## src/rtl/jaad_pkg.sv

```systemverilog
// Shared types and constants of the joystick axis average and dead band block.
package jaad_pkg;

   localparam int SAMPLE_W = 12;   // converter sample and centre width
   localparam int AXIS_W   = 9;    // signed deflection width
   localparam int AXES     = 4;    // left h, left v, right h, right v
   localparam int DIVD_W   = 20;   // divider dividend width (v*255 < 2^20)
   localparam int CNT_W    = 4;    // divider step counter width

   localparam logic [SAMPLE_W-1:0] FULL_SCALE    = 12'd4095;
   localparam logic [SAMPLE_W-1:0] CENTRE_RESET  = 12'd2048;
   localparam logic [AXIS_W-1:0]   SPAN          = 9'd255;
   localparam logic [CNT_W-1:0]    DEFL_STEPS    = 4'd8;   // quotient bits of the deflection

   // configuration register indexes
   localparam logic [1:0] CSR_CENTRE_LEFT_H  = 2'd0;
   localparam logic [1:0] CSR_CENTRE_LEFT_V  = 2'd1;
   localparam logic [1:0] CSR_CENTRE_RIGHT_H = 2'd2;
   localparam logic [1:0] CSR_CENTRE_RIGHT_V = 2'd3;

   typedef enum logic [2:0] {
      ST_IDLE,
      ST_UPDATE,
      ST_AVG_GO,
      ST_AVG_RUN,
      ST_DEFL_RUN,
      ST_DONE
   } state_type;

   // commands from the sequencer to the axis lanes
   typedef struct packed {
      logic start_avg;
      logic start_defl;
   } lane_ctrl_type;

endpackage

```

## src/rtl/jaad_lane.sv

```systemverilog
// One axis lane: dead band selection and serial divider for the scaled deflection.
module jaad_lane (
   input  logic                            clock,
   input  logic                            reset,
   input  jaad_pkg::lane_ctrl_type         ctrl,
   input  logic [jaad_pkg::SAMPLE_W-1:0]   avg,
   input  logic [jaad_pkg::SAMPLE_W-1:0]   centre,
   input  logic                            invert,
   output logic                            busy,
   output logic signed [jaad_pkg::AXIS_W-1:0] deflection
);
   import jaad_pkg::*;

   logic [SAMPLE_W-1:0] rem_ff, rem_in;
   logic [SAMPLE_W-1:0] quo_ff, quo_in;
   logic [SAMPLE_W-1:0] dvs_ff, dvs_in;
   logic [CNT_W-1:0]    cnt_ff, cnt_in;
   logic                lower_ff, lower_in;
   logic                upper_ff, upper_in;

   logic [SAMPLE_W-1:0] v;
   logic [SAMPLE_W:0]   v_ext, c_ext;
   logic                below, above;
   logic [SAMPLE_W-1:0] diff;
   logic [DIVD_W-1:0]   prod;
   logic [SAMPLE_W:0]   trial;
   logic                fits;
   logic [AXIS_W-1:0]   qmag;

   // branch selection on the finished average
   always_comb begin
      v     = invert ? (FULL_SCALE - quo_ff) : quo_ff;
      v_ext = {1'b0, v};
      c_ext = {1'b0, centre};
      below = (v_ext + 13'd1) < c_ext;
      above = v_ext > (c_ext + 13'd1);
      diff  = below ? v : (v - centre);
      // x*255 as x*256 - x
      prod  = {diff, 8'b0} - {8'b0, diff};
   end

   // restoring divider step and loads
   always_comb begin
      trial    = {rem_ff, quo_ff[SAMPLE_W-1]};
      fits     = trial >= {1'b0, dvs_ff};
      rem_in   = rem_ff;
      quo_in   = quo_ff;
      dvs_in   = dvs_ff;
      cnt_in   = cnt_ff;
      lower_in = lower_ff;
      upper_in = upper_ff;
      if (ctrl.start_avg) begin
         // average arrives finished, no divider steps
         quo_in = avg;
         cnt_in = '0;
      end else if (ctrl.start_defl) begin
         // quotient fits in 8 bits, so 8 steps from the aligned remainder
         rem_in   = prod[DIVD_W-1:8];
         quo_in   = {prod[7:0], 4'b0};
         dvs_in   = below ? centre : (FULL_SCALE - centre);
         cnt_in   = DEFL_STEPS;
         lower_in = below;
         upper_in = above;
      end else if (cnt_ff != '0) begin
         rem_in = fits ? SAMPLE_W'(trial - {1'b0, dvs_ff}) : trial[SAMPLE_W-1:0];
         quo_in = {quo_ff[SAMPLE_W-2:0], fits};
         cnt_in = cnt_ff - 4'd1;
      end
   end

   always_ff @(posedge clock) begin
      if (reset) begin
         cnt_ff <= '0;
      end else begin
         cnt_ff <= cnt_in;
      end
   end

   always_ff @(posedge clock) begin
      rem_ff   <= rem_in;
      quo_ff   <= quo_in;
      dvs_ff   <= dvs_in;
      lower_ff <= lower_in;
      upper_ff <= upper_in;
   end

   // signed deflection from the last quotient
   always_comb begin
      busy = cnt_ff != '0;
      qmag = {1'b0, quo_ff[7:0]};
      if (lower_ff) begin
         deflection = signed'(qmag - SPAN);
      end else if (upper_ff) begin
         deflection = signed'(qmag);
      end else begin
         deflection = '0;
      end
   end

endmodule

```

## src/rtl/joystick_axis_average_deadzone_top.sv

```systemverilog
// Top level of the joystick axis average and dead band block.
//
// Takes one word of four 12-bit joystick samples, adds it to a moving window of
// WINDOW_LENGTH words per axis held in a synchronous ring memory, and returns
// one word of four signed 9-bit deflections (-255..255, zero in the dead band
// around each configured centre; the left axes are inverted before use).
// Each accepted word passes in order through one memory read, one update of the
// running totals, the latching of the averages (a reciprocal multiplication by
// the window length), the branch pick and divider load, 8 steps of the per-axis
// serial divider for the scaled deflection, and the load of the output register,
// which waits while a held result is not taken; the four axes run in parallel
// lanes. The next word is taken once the result sits in the output register, so
// words never overlap. The ring reads as zero after reset through per-entry valid
// bits, so no clearing pass is needed. Centres must be written on the csr port
// only while idle; the block itself does not check this.
module joystick_axis_average_deadzone_top #(
   parameter int WINDOW_LENGTH = 16
) (
   input  logic        clock,
   input  logic        reset,
   // req_tdata: sample_left_h, sample_left_v, sample_right_h, sample_right_v
   input  logic        req_tvalid,
   output logic        req_tready,
   input  logic [47:0] req_tdata,
   // rsp_tdata: axis_left_h, axis_left_v, axis_right_h, axis_right_v, 4 zero bits
   output logic        rsp_tvalid,
   input  logic        rsp_tready,
   output logic [39:0] rsp_tdata,
   input  logic        csr_valid,
   output logic        csr_ready,
   input  logic [1:0]  csr_index,
   input  logic [11:0] csr_data
);
   import jaad_pkg::*;

   localparam int TOT_W  = $clog2(WINDOW_LENGTH * 4095 + 1);
   localparam int PTR_W  = (WINDOW_LENGTH > 1) ? $clog2(WINDOW_LENGTH) : 1;
   localparam int WORD_W = SAMPLE_W * AXES;
   localparam int OUT_W  = AXIS_W * AXES;

   // reciprocal of the window length: m = ceil(2^S / W), S = TOT_W + ceil(log2 W),
   // exact floor for every TOT_W-bit total
   localparam int RCP_L  = $clog2(WINDOW_LENGTH);
   localparam int RCP_S  = TOT_W + RCP_L;
   localparam int RCP_W  = TOT_W + 1;
   localparam int PROD_W = TOT_W + RCP_W;
   localparam logic [RCP_W-1:0] RCP_M =
      RCP_W'(((longint'(1) << RCP_S) + longint'(WINDOW_LENGTH) - 1) / longint'(WINDOW_LENGTH));

   state_type state_ff, state_in;

   logic [WORD_W-1:0]   ring_mem [WINDOW_LENGTH];
   logic [WORD_W-1:0]   ring_rd_ff;
   logic                valid_rd_ff;
   logic [WORD_W-1:0]   samp_ff;
   logic [WINDOW_LENGTH-1:0] valid_ff, valid_in;
   logic [PTR_W-1:0]    pos_ff, pos_in;
   logic [TOT_W-1:0]    tot_ff [AXES];
   logic [TOT_W-1:0]    tot_in [AXES];
   logic [SAMPLE_W-1:0] centre_ff [AXES];
   logic                rsp_valid_ff, rsp_valid_in;
   logic [OUT_W-1:0]    rsp_data_ff;

   logic                req_accept;
   logic                ring_we;
   logic                rsp_load;
   lane_ctrl_type       lane_ctrl;
   logic [AXES-1:0]     busy_vec;
   logic                busy;
   logic [OUT_W-1:0]    defl_word;
   logic [PROD_W-1:0]   avg_prod [AXES];
   logic [SAMPLE_W-1:0] avg [AXES];

   assign req_accept = req_tvalid && req_tready;
   assign busy       = |busy_vec;
   assign csr_ready  = 1'b1;

   // next state
   always_comb begin
      state_in = state_ff;
      case (state_ff)
         ST_IDLE:     if (req_accept) state_in = ST_UPDATE;
         ST_UPDATE:   state_in = ST_AVG_GO;
         ST_AVG_GO:   state_in = ST_AVG_RUN;
         ST_AVG_RUN:  if (!busy) state_in = ST_DEFL_RUN;
         ST_DEFL_RUN: if (!busy) state_in = ST_DONE;
         ST_DONE:     if (!rsp_valid_ff || rsp_tready) state_in = ST_IDLE;
         default:     state_in = ST_IDLE;
      endcase
   end

   // sequencer outputs
   always_comb begin
      req_tready           = 1'b0;
      ring_we              = 1'b0;
      lane_ctrl.start_avg  = 1'b0;
      lane_ctrl.start_defl = 1'b0;
      rsp_load             = 1'b0;
      case (state_ff)
         ST_IDLE:     req_tready = 1'b1;
         ST_UPDATE:   ring_we = 1'b1;
         ST_AVG_GO:   lane_ctrl.start_avg = 1'b1;
         ST_AVG_RUN:  lane_ctrl.start_defl = !busy;
         ST_DEFL_RUN: ;
         ST_DONE:     rsp_load = !rsp_valid_ff || rsp_tready;
         default:     ;
      endcase
   end

   always_ff @(posedge clock) begin
      if (reset) begin
         state_ff <= ST_IDLE;
      end else begin
         state_ff <= state_in;
      end
   end

   // ring memory: read the oldest word on accept, write the new one on update
   always_ff @(posedge clock) begin
      if (req_accept) begin
         ring_rd_ff  <= ring_mem[pos_ff];
         valid_rd_ff <= valid_ff[pos_ff];
         samp_ff     <= req_tdata;
      end
      if (ring_we) begin
         ring_mem[pos_ff] <= samp_ff;
      end
   end

   // running totals, write slot and valid bits
   always_comb begin
      logic [SAMPLE_W-1:0] old_s;
      logic [SAMPLE_W-1:0] new_s;
      valid_in = valid_ff;
      pos_in   = pos_ff;
      for (int k = 0; k < AXES; k++) begin
         old_s     = valid_rd_ff ? ring_rd_ff[k*SAMPLE_W +: SAMPLE_W] : '0;
         new_s     = samp_ff[k*SAMPLE_W +: SAMPLE_W];
         tot_in[k] = tot_ff[k];
         if (ring_we) begin
            tot_in[k] = tot_ff[k] - TOT_W'(old_s) + TOT_W'(new_s);
         end
      end
      if (ring_we) begin
         valid_in[pos_ff] = 1'b1;
         pos_in = (pos_ff == PTR_W'(WINDOW_LENGTH - 1)) ? '0 : pos_ff + 1'b1;
      end
   end

   always_ff @(posedge clock) begin
      if (reset) begin
         valid_ff <= '0;
         pos_ff   <= '0;
         for (int k = 0; k < AXES; k++) begin
            tot_ff[k] <= '0;
         end
      end else begin
         valid_ff <= valid_in;
         pos_ff   <= pos_in;
         for (int k = 0; k < AXES; k++) begin
            tot_ff[k] <= tot_in[k];
         end
      end
   end

   // averages: total / WINDOW_LENGTH rounded down, by reciprocal multiplication
   always_comb begin
      for (int k = 0; k < AXES; k++) begin
         avg_prod[k] = PROD_W'(tot_ff[k]) * PROD_W'(RCP_M);
         avg[k]      = avg_prod[k][RCP_S +: SAMPLE_W];
      end
   end

   // centre registers
   always_ff @(posedge clock) begin
      if (reset) begin
         for (int k = 0; k < AXES; k++) begin
            centre_ff[k] <= CENTRE_RESET;
         end
      end else if (csr_valid && csr_ready) begin
         case (csr_index)
            CSR_CENTRE_LEFT_H:  centre_ff[0] <= csr_data;
            CSR_CENTRE_LEFT_V:  centre_ff[1] <= csr_data;
            CSR_CENTRE_RIGHT_H: centre_ff[2] <= csr_data;
            CSR_CENTRE_RIGHT_V: centre_ff[3] <= csr_data;
            default:            ;
         endcase
      end
   end

   // one arithmetic lane per axis, left axes inverted
   for (genvar g = 0; g < AXES; g++) begin : g_lane
      logic signed [AXIS_W-1:0] defl;
      jaad_lane u_lane (
         .clock      (clock),
         .reset      (reset),
         .ctrl       (lane_ctrl),
         .avg        (avg[g]),
         .centre     (centre_ff[g]),
         .invert     ((g < 2) ? 1'b1 : 1'b0),
         .busy       (busy_vec[g]),
         .deflection (defl)
      );
      assign defl_word[g*AXIS_W +: AXIS_W] = defl;
   end

   // output register
   always_comb begin
      rsp_valid_in = rsp_valid_ff;
      if (rsp_load) begin
         rsp_valid_in = 1'b1;
      end else if (rsp_tready) begin
         rsp_valid_in = 1'b0;
      end
   end

   always_ff @(posedge clock) begin
      if (reset) begin
         rsp_valid_ff <= 1'b0;
      end else begin
         rsp_valid_ff <= rsp_valid_in;
      end
   end

   always_ff @(posedge clock) begin
      if (rsp_load) begin
         rsp_data_ff <= defl_word;
      end
   end

   assign rsp_tvalid = rsp_valid_ff;
   assign rsp_tdata  = {4'b0, rsp_data_ff};

endmodule

```

## config.mk

```make
export PLATFORM = sky130hd
export DESIGN_NAME = joystick_axis_average_deadzone_top
export DESIGN_NICKNAME = d
export VERILOG_FILES = /design/src/rtl/jaad_pkg.sv /design/src/rtl/jaad_lane.sv /design/src/rtl/joystick_axis_average_deadzone_top.sv
export SDC_FILE = /design/constraint.sdc
export NUM_CORES = 2
export LEC_CHECK = 0
export BUFFER_PORTS_ARGS = -buffer_cell sky130_fd_sc_hd__buf_2
export CORE_MARGIN = 3
export CORE_UTILIZATION = 55
export CTS_BUF_LIST = sky130_fd_sc_hd__clkbuf_16
export DETAILED_ROUTE_END_ITERATION = 10
export GPL_TIMING_DRIVEN = 1
export PLACE_DENSITY_LB_ADDON = 0.3
export SYNTH_ARGS = -nofsm -noshare
export SYNTH_HDL_FRONTEND = slang
export SYNTH_SLANG_ARGS = --single-unit
export TNS_END_PERCENT = 20
```

## constraint.sdc

```tcl
create_clock -name clock -period 13.2 [get_ports clock]
set_input_delay 0 -clock clock [delete_from_list [all_inputs] [get_ports clock]]
set_output_delay 0 -clock clock [all_outputs]
set_load 0.01 [all_outputs]
```

==> summary.md <==
| Metric | Value |
|---|---|
| Maximum vdd drop | `0.145 mV` |
| Pleak | `0.0248 uW` |
| Launching point of the worst reg2reg path | `g_lane[0].u_lane.quo_ff[4]` |
| DRC | `0` |
| Crit path time final | `a little over 7 ns` |
| Count of input and output buffers | `104` |
| Worst Path Max Fanout | `22` |
| Clk sinks | `1205` |
| End point of the critical path | `g_lane[0].u_lane.rem_ff[11]` |
| Post-Syn Instances | `4603` |
| Max capacitance violation total | `0` |
| Setup crit start kind | `flip-flop` |
| Worst R2R End | `g_lane[0].u_lane.rem_ff[11]` |
| Max Slew Vio Count | `0` |
| Sw Ratio | `37.6%` |
| Distinct cell type count after synthesis | `99` |
| Pin count of the biggest net entering global routing | `112` |
| Synth warn | `0` |
| Routed len/inst | `24.2 um` |
| Sequential Power Share | `34.5%` |
| Clk pwr share | `23.5%` |
| I/O Pins | `110` |
| Critical Path AT | `approximately 7.5 ns` |
| Hpwl dp | `between 90000 and 100000 um` |
| Post-CTS setup buffers | `0` |
| Clk_skew | `0.0751 ns` |
| Crit path max-delay family | `simple AND/OR/NAND/NOR gates` |
| Critical path depth | `23` |
| Comb power frac | `42.1%` |
| Grt ovf | `0` |
| Worst R2R Path Depth | `23` |
| Die X | `340 um` |
| Total Wirelength | `155000 um` |
| Fraction of registers with async set or reset after synthesis | `0%` |
| RSZ-0062 raised after global routing | `no` |
| Synth Area per Inst | `between 10 and 15 sq um` |
| Nets | `5224` |
| Synth Flop Type | `edfxtp_1` |
| Critical path's slowest cell | `nand2_1` |
| Initial antenna violation count | `5` |
| CTS clk-pin slew, worst paths | `0.06 ns` |
| H-tree depth | `3` |
| Site Rows | `between 100 and 150` |
| First-pass GRT wire length | `237000 um` |
| Worst-path cell chain | `nor3_2 > nand3_1 > nor3_1 > nand3_1 > xnor2_1 > ha_1 > nand3_1 > nor3_1 > o21ai_0 > nand2_1 > inv_1 > buf_4 > o21ai_0 > ha_1 > a21o_1 > a21o_1 > a21oi_1 > o21ai_0 > a21oi_1 > o2bb2ai_1 > nand4_1 > xnor2_1 > mux2i_1` |
| CTS Buffer Depth | `3` |
| Final Hold Viols | `0` |
| Die Area | `116000 sq um` |
| Via density | `6.07` |
| Register bit total from synthesis | `between 1000 and 1500` |
| Via count | `38800` |
| TritonCTS clock tree | `yes` |
| Min-Delay Path Class | `primary input to flip-flop` |
| Post-route cell area | `68900 sq um` |
| CORE AREA | `110000 sq um` |
| Setup crit start | `g_lane[0].u_lane.quo_ff[4]` |
| Internal power | `9590 uW` |
| CP required | `~14 ns` |
| Period utilisation layout | `between 50% and 60%` |
| Outcome | `completed` |
| Starting DRT DRC Count | `4125` |
| EDFF count, synth | `1101` |
| Slowest Stage Delay on Critical Path | `just under 0.6 ns` |
| CP Buf/Inv Count | `2` |
| Area Growth Syn to Fin | `12.2%` |
| Maximum clock rate | `142 MHz` |
| CTS Root Cell | `clkbuf_16` |
| Number of global-route vias before repair | `39200` |
| Setup violators final | `0` |
| Flop-to-flop setup slack | `~6 ns` |
| Worst slew pin tran | `~1.2 ns` |
| Initial Utilization | `55.9%` |
| First drt pass iteration count | `6` |
| Setup tns final | `0 ns` |
| Inserted Clock Buffers | `about 120` |
| GRT Overall Usage | `a little over a quarter` |
| Routability congestion estimate | `between 0.9 and 1` |
| Sequential-to-total area share from yosys stat | `57.2%` |
| Crit Path Category | `flip-flop to flip-flop` |
| Placed inst area | `63600 sq um` |
| Crit end category | `flip-flop` |
| Netlist Area Pre-Place | `61400 sq um` |
| Layout cell share with drive strength beyond 1 | `13.9%` |
| Max-slew headroom | `21.2%` |
| Routed Antenna Nets | `0` |
| PD cells | `about 220 nW/um^2` |
| P_sw | `5780 uW` |
| Hold path depth | `2` |
| Chip height | `340 um` |
| Clock network latency to the later pin of the worst-skew pair | `0.74 ns` |
routing by layer:
layer	global-route usage (%)	share of wire (%)	up-vias
met1	36.8	41	19300
met3	4.04	7.4	298
li1	-	-	17600
met5	0	0	-
met4	9.16	3.4	0
met2	43.8	48	1652
cells by family (layout without fill, tap and decap cells):
family,count (synthesis),in the layout,synth area share (%)
AOI/OAI and AO/OA,792,792,8.40
adders and majority gates,350,350,7.81
muxes,306,306,10.0
other,2,12,0.0122
buffers and inverters,595,903,3.72
and+or+nand+nor,1049,1049,8.46
DFF,1205,1205,57.2
xor gates and xnor gates,304,304,4.33
Yosys cell counts, types with 21 or more instances:
library cell  instances  area (sq um)
edfxtp_1           1101         33100
inv_1               409          1540
nand2_1             308          1160
ha_1                294          3680
mux4_2              245          5520
xnor2_1             239          2090
a21oi_1             230          1150
nor2_1              207           777
o21ai_0             165           826
clkbuf_1            135           507
dfxtp_1             104          2080
and2_1               96           601
nor3_1               86           430
nand3_1              85           425
xor2_1               65           569
fa_1                 56          1120
o21a_1               55           413
nor2b_1              54           338
a21o_1               53           398
nand4_1              41           257
mux2i_1              40           400
a211oi_1             34           255
a22oi_1              32           240
or3_1                29           181
and3_1               28           175
nand2b_1             28           175
buf_1                26          97.6
a31oi_1              21           131
through the flow:
step                      utilization [%]  total power [uW]  setup WS (ns)  cells  hold WS, ns
after floorplan                         -             10100           7.80   4606       0.0989
after global placement               57.8             11600           6.35   6048        0.176
after detailed placement             57.8             11700           6.26   6048        0.178
after CTS                            62.7             15400           6.18   6390     0.000102
after global routing                 62.7             16400           5.33   6390      0.00999
final                                62.7             15400           6.13   6397       0.0455
power groups by stage:
stage	sequential, uW	combinational, uW	clock [uW]
global placement	5340	6240	0
CTS	5280	6430	3650
floorplan	5060	5040	0
detailed placement	5360	6340	0
finish	5300	6470	3610
global route	5350	7210	3810
how the worst min path moves through the flow:
stage,startpoint,endpoint,slack [ns]
2_1_floorplan,req_tdata[0],samp_ff[0],0.1
3_5_place_dp,req_tdata[25],samp_ff[25],0.18
3_3_place_gp,req_tdata[25],samp_ff[25],0.18
6_report,req_tdata[22],samp_ff[22],0.05
5_1_grt,req_tdata[22],samp_ff[22],0.01
4_1_cts,req_tdata[22],samp_ff[22],0.0001
flip-flops by register name (all words and copies together) (netlist names):
register / count
g_lane.u_lane.dvs_ff: 48
samp_ff: 48
rsp_tvalid: 1
g_lane.u_lane.rem_ff: 48
rsp_data_ff: 36
g_lane.u_lane.lower_ff: 4
g_lane.u_lane.quo_ff: 48
pos_ff: 4
tot_ff: 64
valid_ff: 16
state_ff: 3
ring_mem: 768
g_lane.u_lane.cnt_ff: 16
g_lane.u_lane.upper_ff: 4
valid_rd_ff: 1
centre_ff: 48
ring_rd_ff: 48
placed cells by master (no fill, tap or decap), drive strengths merged, types with 87 or more instances in the layout:
cell	instances
edfxtp	1101
nand3	87
a21oi	231
mux4	245
buf	149
clkbuf	121
nor2	207
and2	96
o21ai	174
inv	434
dlygate4sd3	112
ha	294
nor3	87
dfxtp	104
nand2	312
xnor2	239
cell type report:
type	instances	area, sq um
diodes	7	17.5
clock buffers	121	3030
clock inverters	109	1210
fillers	8058	41000
inverters	412	1550
multi-input cells	2806	24100
flip-flops and latches	1205	35200
well taps	1476	1850
repair buffers	261	1990
timing repair:
item                                   CTS  global route
hold buffers                           112             0
setup endpoints to repair                0             0
resized for setup                        0             0
endpoints found under the hold margin  170             0
(Power assumes the default switching activity.)
